<file path="src/hw/rtl/clb_pkg.sv">
package clb_pkg;

  localparam int MaxSegments = 63;
  localparam int FracBits    = 16;
  localparam int CntW        = 6;
  localparam int TW          = FracBits + 1;

  localparam logic [1:0] REG_SEGMENT_COUNT = 2'd0;
  localparam logic [1:0] REG_LINE_COLOR    = 2'd1;
  localparam logic [1:0] REG_LINE_LIFETIME = 2'd2;
  localparam logic [1:0] REG_DRAW_ENABLE   = 2'd3;

  typedef logic signed [31:0] fx_t;
  typedef fx_t [2:0] vec_t;

  typedef struct packed {
    vec_t [3:0]        pts;
    logic [CntW-1:0]   n;
    logic [TW-1:0]     q;
    logic [CntW-1:0]   r;
    logic [31:0]       color;
    logic [31:0]       life;
  } job_t;

  typedef struct packed {
    logic valid;
    job_t job;
  } job_link_t;

  function automatic fx_t lerp(input fx_t a, input fx_t b, input logic [FracBits-1:0] t);
    logic signed [32:0]          diff;
    logic signed [33+FracBits:0] prod;
    diff = 33'(b) - 33'(a);
    prod = diff * $signed({1'b0, t});
    return a + prod[31+FracBits:FracBits];
  endfunction

endpackage

</file>
<file path="src/hw/rtl/clb_front.sv">
module clb_front (
  input  logic               clk,
  input  logic               rst_n,
  input  logic               cfg_we,
  input  logic [1:0]         cfg_index,
  input  logic [31:0]        cfg_data,
  input  logic               push,
  output logic               full,
  input  clb_pkg::vec_t [3:0] pts,
  output clb_pkg::job_link_t link,
  input  logic               link_pop
);
  import clb_pkg::*;

  logic [CntW-1:0] n_r;
  logic [TW-1:0]   q_r;
  logic [CntW-1:0] rem_r;
  logic [31:0]     color_r, life_r;
  logic            en_r;
  logic            busy_r;
  logic [4:0]      cnt_r;
  logic [CntW:0]   rem_sh;
  logic            ge;

  job_t       mem_r [2];
  logic       wp_r, rp_r;
  logic [1:0] cnt_q_r;
  logic       accept, store;

  assign rem_sh = {rem_r, q_r[TW-1]};
  assign ge     = rem_sh >= {1'b0, n_r};

  assign full   = busy_r || (cnt_q_r == 2'd2);
  assign accept = push && !full;
  assign store  = accept && en_r;

  assign link.valid = cnt_q_r != 2'd0;
  assign link.job   = mem_r[rp_r];

  always_ff @(posedge clk) begin
    if (!rst_n) begin
      n_r     <= CntW'(16);
      q_r     <= TW'(4096);
      rem_r   <= '0;
      color_r <= 32'hFFFF_FFFF;
      life_r  <= '0;
      en_r    <= 1'b1;
      busy_r  <= 1'b0;
      cnt_r   <= '0;
      wp_r    <= 1'b0;
      rp_r    <= 1'b0;
      cnt_q_r <= '0;
    end else begin
      if (busy_r) begin
        rem_r <= ge ? CntW'(rem_sh - {1'b0, n_r}) : rem_sh[CntW-1:0];
        q_r   <= {q_r[TW-2:0], ge};
        cnt_r <= cnt_r - 5'd1;
        if (cnt_r == 5'd1) busy_r <= 1'b0;
      end
      if (cfg_we) begin
        case (cfg_index)
          REG_SEGMENT_COUNT: begin
            n_r    <= cfg_data[CntW-1:0];
            q_r    <= TW'(1) << FracBits;
            rem_r  <= '0;
            cnt_r  <= 5'(TW);
            busy_r <= 1'b1;
          end
          REG_LINE_COLOR:    color_r <= cfg_data;
          REG_LINE_LIFETIME: life_r  <= cfg_data;
          REG_DRAW_ENABLE:   en_r    <= cfg_data[0];
          default: ;
        endcase
      end
      if (store) wp_r <= !wp_r;
      if (link_pop) rp_r <= !rp_r;
      cnt_q_r <= cnt_q_r + {1'b0, store} - {1'b0, link_pop};
    end
  end

  always_ff @(posedge clk) begin
    if (store) begin
      mem_r[wp_r] <= '{pts: pts, n: n_r, q: q_r, r: rem_r, color: color_r, life: life_r};
    end
  end

endmodule

</file>
<file path="config.mk">
export PLATFORM = sky130hd
export DESIGN_NAME = clb_front
export DESIGN_NICKNAME = d
export VERILOG_FILES = /design/src/hw/rtl/clb_pkg.sv /design/src/hw/rtl/clb_front.sv
export SDC_FILE = /design/constraint.sdc
export NUM_CORES = 1
export LEC_CHECK = 0
export BUFFER_PORTS_ARGS = -buffer_cell sky130_fd_sc_hd__buf_2
export CAP_MARGIN = 0
export CELL_PAD_IN_SITES_DETAIL_PLACEMENT = 0
export CELL_PAD_IN_SITES_GLOBAL_PLACEMENT = 1
export CORE_AREA = 2 2 353 355
export DETAILED_ROUTE_END_ITERATION = 10
export DIE_AREA = 0 0 355 357
export PLACE_DENSITY = 0.66
export SLEW_MARGIN = 20
export SYNTH_ARGS = -nofsm -noshare
export SYNTH_HDL_FRONTEND = slang
export SYNTH_SLANG_ARGS = --single-unit
</file>
<file path="constraint.sdc">
create_clock -name clk -period 29.4 [get_ports clk]
set_input_delay 0 -clock clk [delete_from_list [all_inputs] [get_ports clk]]
set_output_delay 0 -clock clk [all_outputs]
set_load 0.05 [all_outputs]
</file>
==> Word-level counts from Yosys, hierarchy flattened <==
Memories as Yosys holds them, arrays and structs flattened. A register that Yosys moved wholly into a read port is not among the register bits.
Index checks and enable logic that the tools add are counted.
{ "word_totals": {"regBits": 104, "out_inout_bits": 479, "mem_bits_rw": 954, "wordCells": 52, "n_memories": 1, "in_bits": 423} }
{ "memory_table": {"columns": ["memory", "depth", "word_bits", "read_ports", "rd_clocked_by_memory_dff", "wr", "line_no", "text"], "rows": [
  ["mem_r", 2, 477, 1, 1, 1, "clb_front.sv:25", "job_t mem_r [2];"]
]} }
{ "classes": {"n_lt_le_gt_ge": 1, "n_eq_ne": 5, "add_sub_neg": 4, "muxes": 18, "n_reduce_logical": 12} }
{ "op_table": {"columns": ["op", "count"], "rows": [
  ["17-bit 2-to-1 mux", 3],
  ["6-bit 2-to-1 mux", 4],
  ["5-bit 2-to-1 mux", 3],
  ["1-bit 2-to-1 mux", 8],
  ["2-bit AND reduction", 4],
  ["7-bit by 6-bit >= comparator with 1-bit output", 1],
  ["2-bit == test, second input constant", 3],
  ["6-bit subtractor", 1],
  ["5-bit by 1-bit == test with 1-bit output, second input constant", 1],
  ["5-bit by 1-bit subtractor with 5-bit output, second input constant", 1],
  ["1-bit logical NOT", 3],
  ["2-bit by 1-bit adder with 2-bit output", 1],
  ["2-bit by 1-bit == test with 1-bit output, second input constant", 1],
  ["1-bit logical AND", 2],
  ["2-bit logical NOT", 1],
  ["2-bit nonzero test", 1],
  ["2-bit by 1-bit subtractor with 2-bit output", 1],
  ["1-bit logical OR", 1]
]} }

==> Depth between registers and ports, before layout <==
{ "logic_depth": {"depth_word": 7, "ltp_mapped": 9, "ltp_nobuf": 9} }

==> Worst setup path after synthesis <==
Ideal clock, no wire load.
{ "synth_timing": {"path_kind": "reg-to-reg", "from": "register cnt_q_r[0]", "to": "register wp_r", "path_buffers": 0, "arrival_time_ns": 21.831, "period_less_slack_ns": 21.982, "path_stages_with_launch": 6, "path_slack_ns": 7.418, "t_required_ns": 29.248, "setup_time_ns": 0.152, "cell_sequence": "dfxtp_1 -> inv_1 -> a21oi_1 -> nand3_1 -> nor2_1 -> o21a_1"} }
{ "synth_via": {"elab_chain_cells": 5} }
{ "synth_rtl": {"columns": ["item", "line_no", "text"], "rows": [
  ["start: declaration", "clb_front.sv:27", "logic [1:0] cnt_q_r;"],
  ["start signal: assignment", "clb_front.sv:77", "cnt_q_r <= cnt_q_r + {1'b0, store} - {1'b0, link_pop};"],
  ["2-bit == test", "clb_front.sv:33", "assign full = busy_r || (cnt_q_r == 2'd2);"],
  ["1-bit logical OR", "clb_front.sv:33", null],
  ["1-bit logical NOT", "clb_front.sv:34", "assign accept = push && !full;"],
  ["1-bit logical AND", "clb_front.sv:34", null],
  ["1-bit logical AND", "clb_front.sv:35", "assign store = accept && en_r;"],
  ["end signal: assignment", "clb_front.sv:75", "if (store) wp_r <= !wp_r;"],
  ["end: declaration", "clb_front.sv:26", "logic wp_r, rp_r;"]
]} }
Every way passes these cells.
A chain may end at the register's enable or synchronous reset.

==> reports/results.tsv <==
metric	value	unit
slew_viol_final	0	
top_level_ports	902	
grt_pass1_vias	24522	
leakagePower	20.7	nW
ys_async_sr_fraction	0	%
seq_power_share	44.6	%
synthFlopType	edfxtp_1	
cts.htree.levels	3	
cts.clk_slew.worst_paths	0.06	ns
via_count	23697	
finalSetupTns	0	ns
cp_max_fo	67	
fin_nets	4083	
grt_usage	16.3	%
wl_per_cell	19.9	microns
p_sw	1.31	mW
synthesis.nets	2410	
fin_crit	5.60	ns
status	completed	
clk_latency	0.72	ns
drc	0	
postCtsSetupBuffers	0	
min_path_type	primary input to flop	
grt_max_degree	151	
drt-pass1-iter-count	5	
swShare	31.1	%
critPathMaxStageDelay	0.86	ns
final_cell_mix	edfxtp_1 (954), buf_2 (901), dlygate4sd3_1 (718)	
drive_gt1_share	42.3	%
numClockSinks	1059	
relSlewSlack	19.2	%
nFillCells	10916	
port_buffers	901	
wirelength	107	mm
grt_use_met3	5.11	%
antenna_left	0	
holdWs	0.0487	ns
die_area	0.127	sq mm
vias_per_cell	4.39	
dr.first_iter.drc_count	1607	
hpwl	70.4	mm
std_cell_rows	129	
ys_seq_elements	1059	
tightestPinTransition	1.21	ns
finalWeightedCongestion	0.846	
seq_area_frac_synth	79.8	%
die_width	355	microns
internal-power	2.91	mW
cp_common_cell	buf_4	
cts_tree	built	
path_cells	buf_4 -> buf_4 -> buf_4 -> buf_4 -> mux2_2 -> buf_2	
ys_warn_count	0	
yosys.cell_types.count	47	
avgSynthCellArea	19.5	sq um
cts_buffer_depth	3	
cts_hold_buffers	718	
areaGrowthSynthToFinish	44.7	%
timing.final.crit_share	19.0	%
cp_data_arrival_time	5.60	ns
pwr-share-clk	32.4	%
critical_path_class	flop to output port	
cts-root-buf	clkbuf_16	
ir_drop	0.0000530	V
rsz0062_at_grt	no	
end_kind	output port	
setup_violations	0	
grt_pass1_wl	154	mm
die_h	357	microns
startpoint_type	flop	
synth_cells	1975	
grt_busiest_layer	met2	
fmax	179	MHz
numCtsBuffers	110	
grt_antenna_before_repair	26	
p_comb_share	23.0	%
power.density	75.8	mW/mm^2
place_ws	23.83	ns
crit_required	29.40	ns
grt_overflow	0	
final_common_cell	edfxtp_1	
cts_resized	0	
syn_area	0.0385	sq mm
grt.met1_usage	18.5	%
use_met2	28.1	%
slowest_stage	buf_4	
clock_skew	0.0299	ns
setup_slack	23.80	ns
final_hold_viol_count	0	
finish.utilization	45.3	%
core_area	0.123	sq mm
start_util	31.3	%
maxCapViolCount	0	
synth_edf_count	954	
## cell families (layout without fill, tap and decap cells)
family,Yosys count,in the layout,share of synthesized area [%]
mux,498,498,14.5
other cells,0,21,0
flops,1059,1059,79.8
compound gates,70,70,1.39
buf+inv,99,1863,1.16
xor+xnor,10,10,0.227
simple gates,227,227,2.51
fa+ha+maj,12,12,0.409
## area by class of cell
| type | count | area, sq um | share of cell area, % |
|---|---|---|---|
| flip-flops and latches | 1059 | 30800 | 55.2 |
| diodes | 21 | 52.6 | 0.0943 |
| well taps | 1637 | 2050 | 3.68 |
| clock inverters | 59 | 543 | 0.974 |
| inverters | 15 | 56.3 | 0.101 |
| clock buffers | 144 | 3020 | 5.42 |
| repair buffers | 1645 | 11900 | 21.4 |
| multi-input cells | 817 | 7350 | 13.2 |
## cell usage after synthesis (5+ instances only)
cell type	number	area, sq um
edfxtp_1	954	28600
mux2_2	478	5380
nand2_1	145	544
dfxtp_1	105	2100
buf_2	53	265
a21boi_1	41	308
nand3_1	36	180
clkbuf_1	29	109
nor2_1	26	97.6
mux2i_1	20	200
inv_1	14	52.6
ha_1	11	138
a21oi_1	6	30.0
xnor2_1	6	52.6
and2_1	5	31.3
## flip-flops by register name, indices dropped and copies added, names as in the netlist, 2 cells and up, named ones only
name and cells:
cnt_r 5, mem_r 954, n_r 6, q_r 17, color_r 32, cnt_q_r 2
life_r 32, rem_r 6
## layer usage
layer  vias up  wire length (microns)
met4         6                   3840
li1      10965                      -
met2       818                  54100
met1     11721                  40900
met3       187                   8330
met5         -                     41
## critical path, delay by kind of cell, from the launching register on
kind | cells | cell delay [ns]
buffers and inverters | 5 | 3.43
DFF | 1 | 0.78
muxes | 1 | 0.44
## metrics by stage
step	area, sq um	power (mW)	std cells
final	55700	4.23	5397
after floorplan	38500	2.71	1975
after CTS	55700	4.27	5376
after global placement	44900	2.81	4455
after detailed placement	44900	2.81	4455
after global routing	55700	4.38	5395
## path summary, 6_finish.rpt
path,slack [ns],cells past startpoint,from,end
worst max-delay path,23.80,6,flop,link[129]
worst min-delay path,0.05,2,pts[349],mem_r[1][442]$_DFFE_PP_
worst max register to register,23.86,8,busy_r$_SDFF_PN0_,mem_r[1][184]$_DFFE_PP_
worst min register to register,0.45,0,life_r[30]$_SDFFE_PN0P_,mem_r[0][30]$_DFFE_PP_
## power by group through the flow
stage               sequential (mW)  clock [mW]  combinational [mW]
finish                         1.88        1.37               0.972
global route                   1.90        1.47                1.02
CTS                            1.88        1.40               0.979
detailed placement             1.92           0               0.896
global placement               1.91           0               0.895
floorplan                      2.05           0               0.658
(Power assumes the default switching activity.)
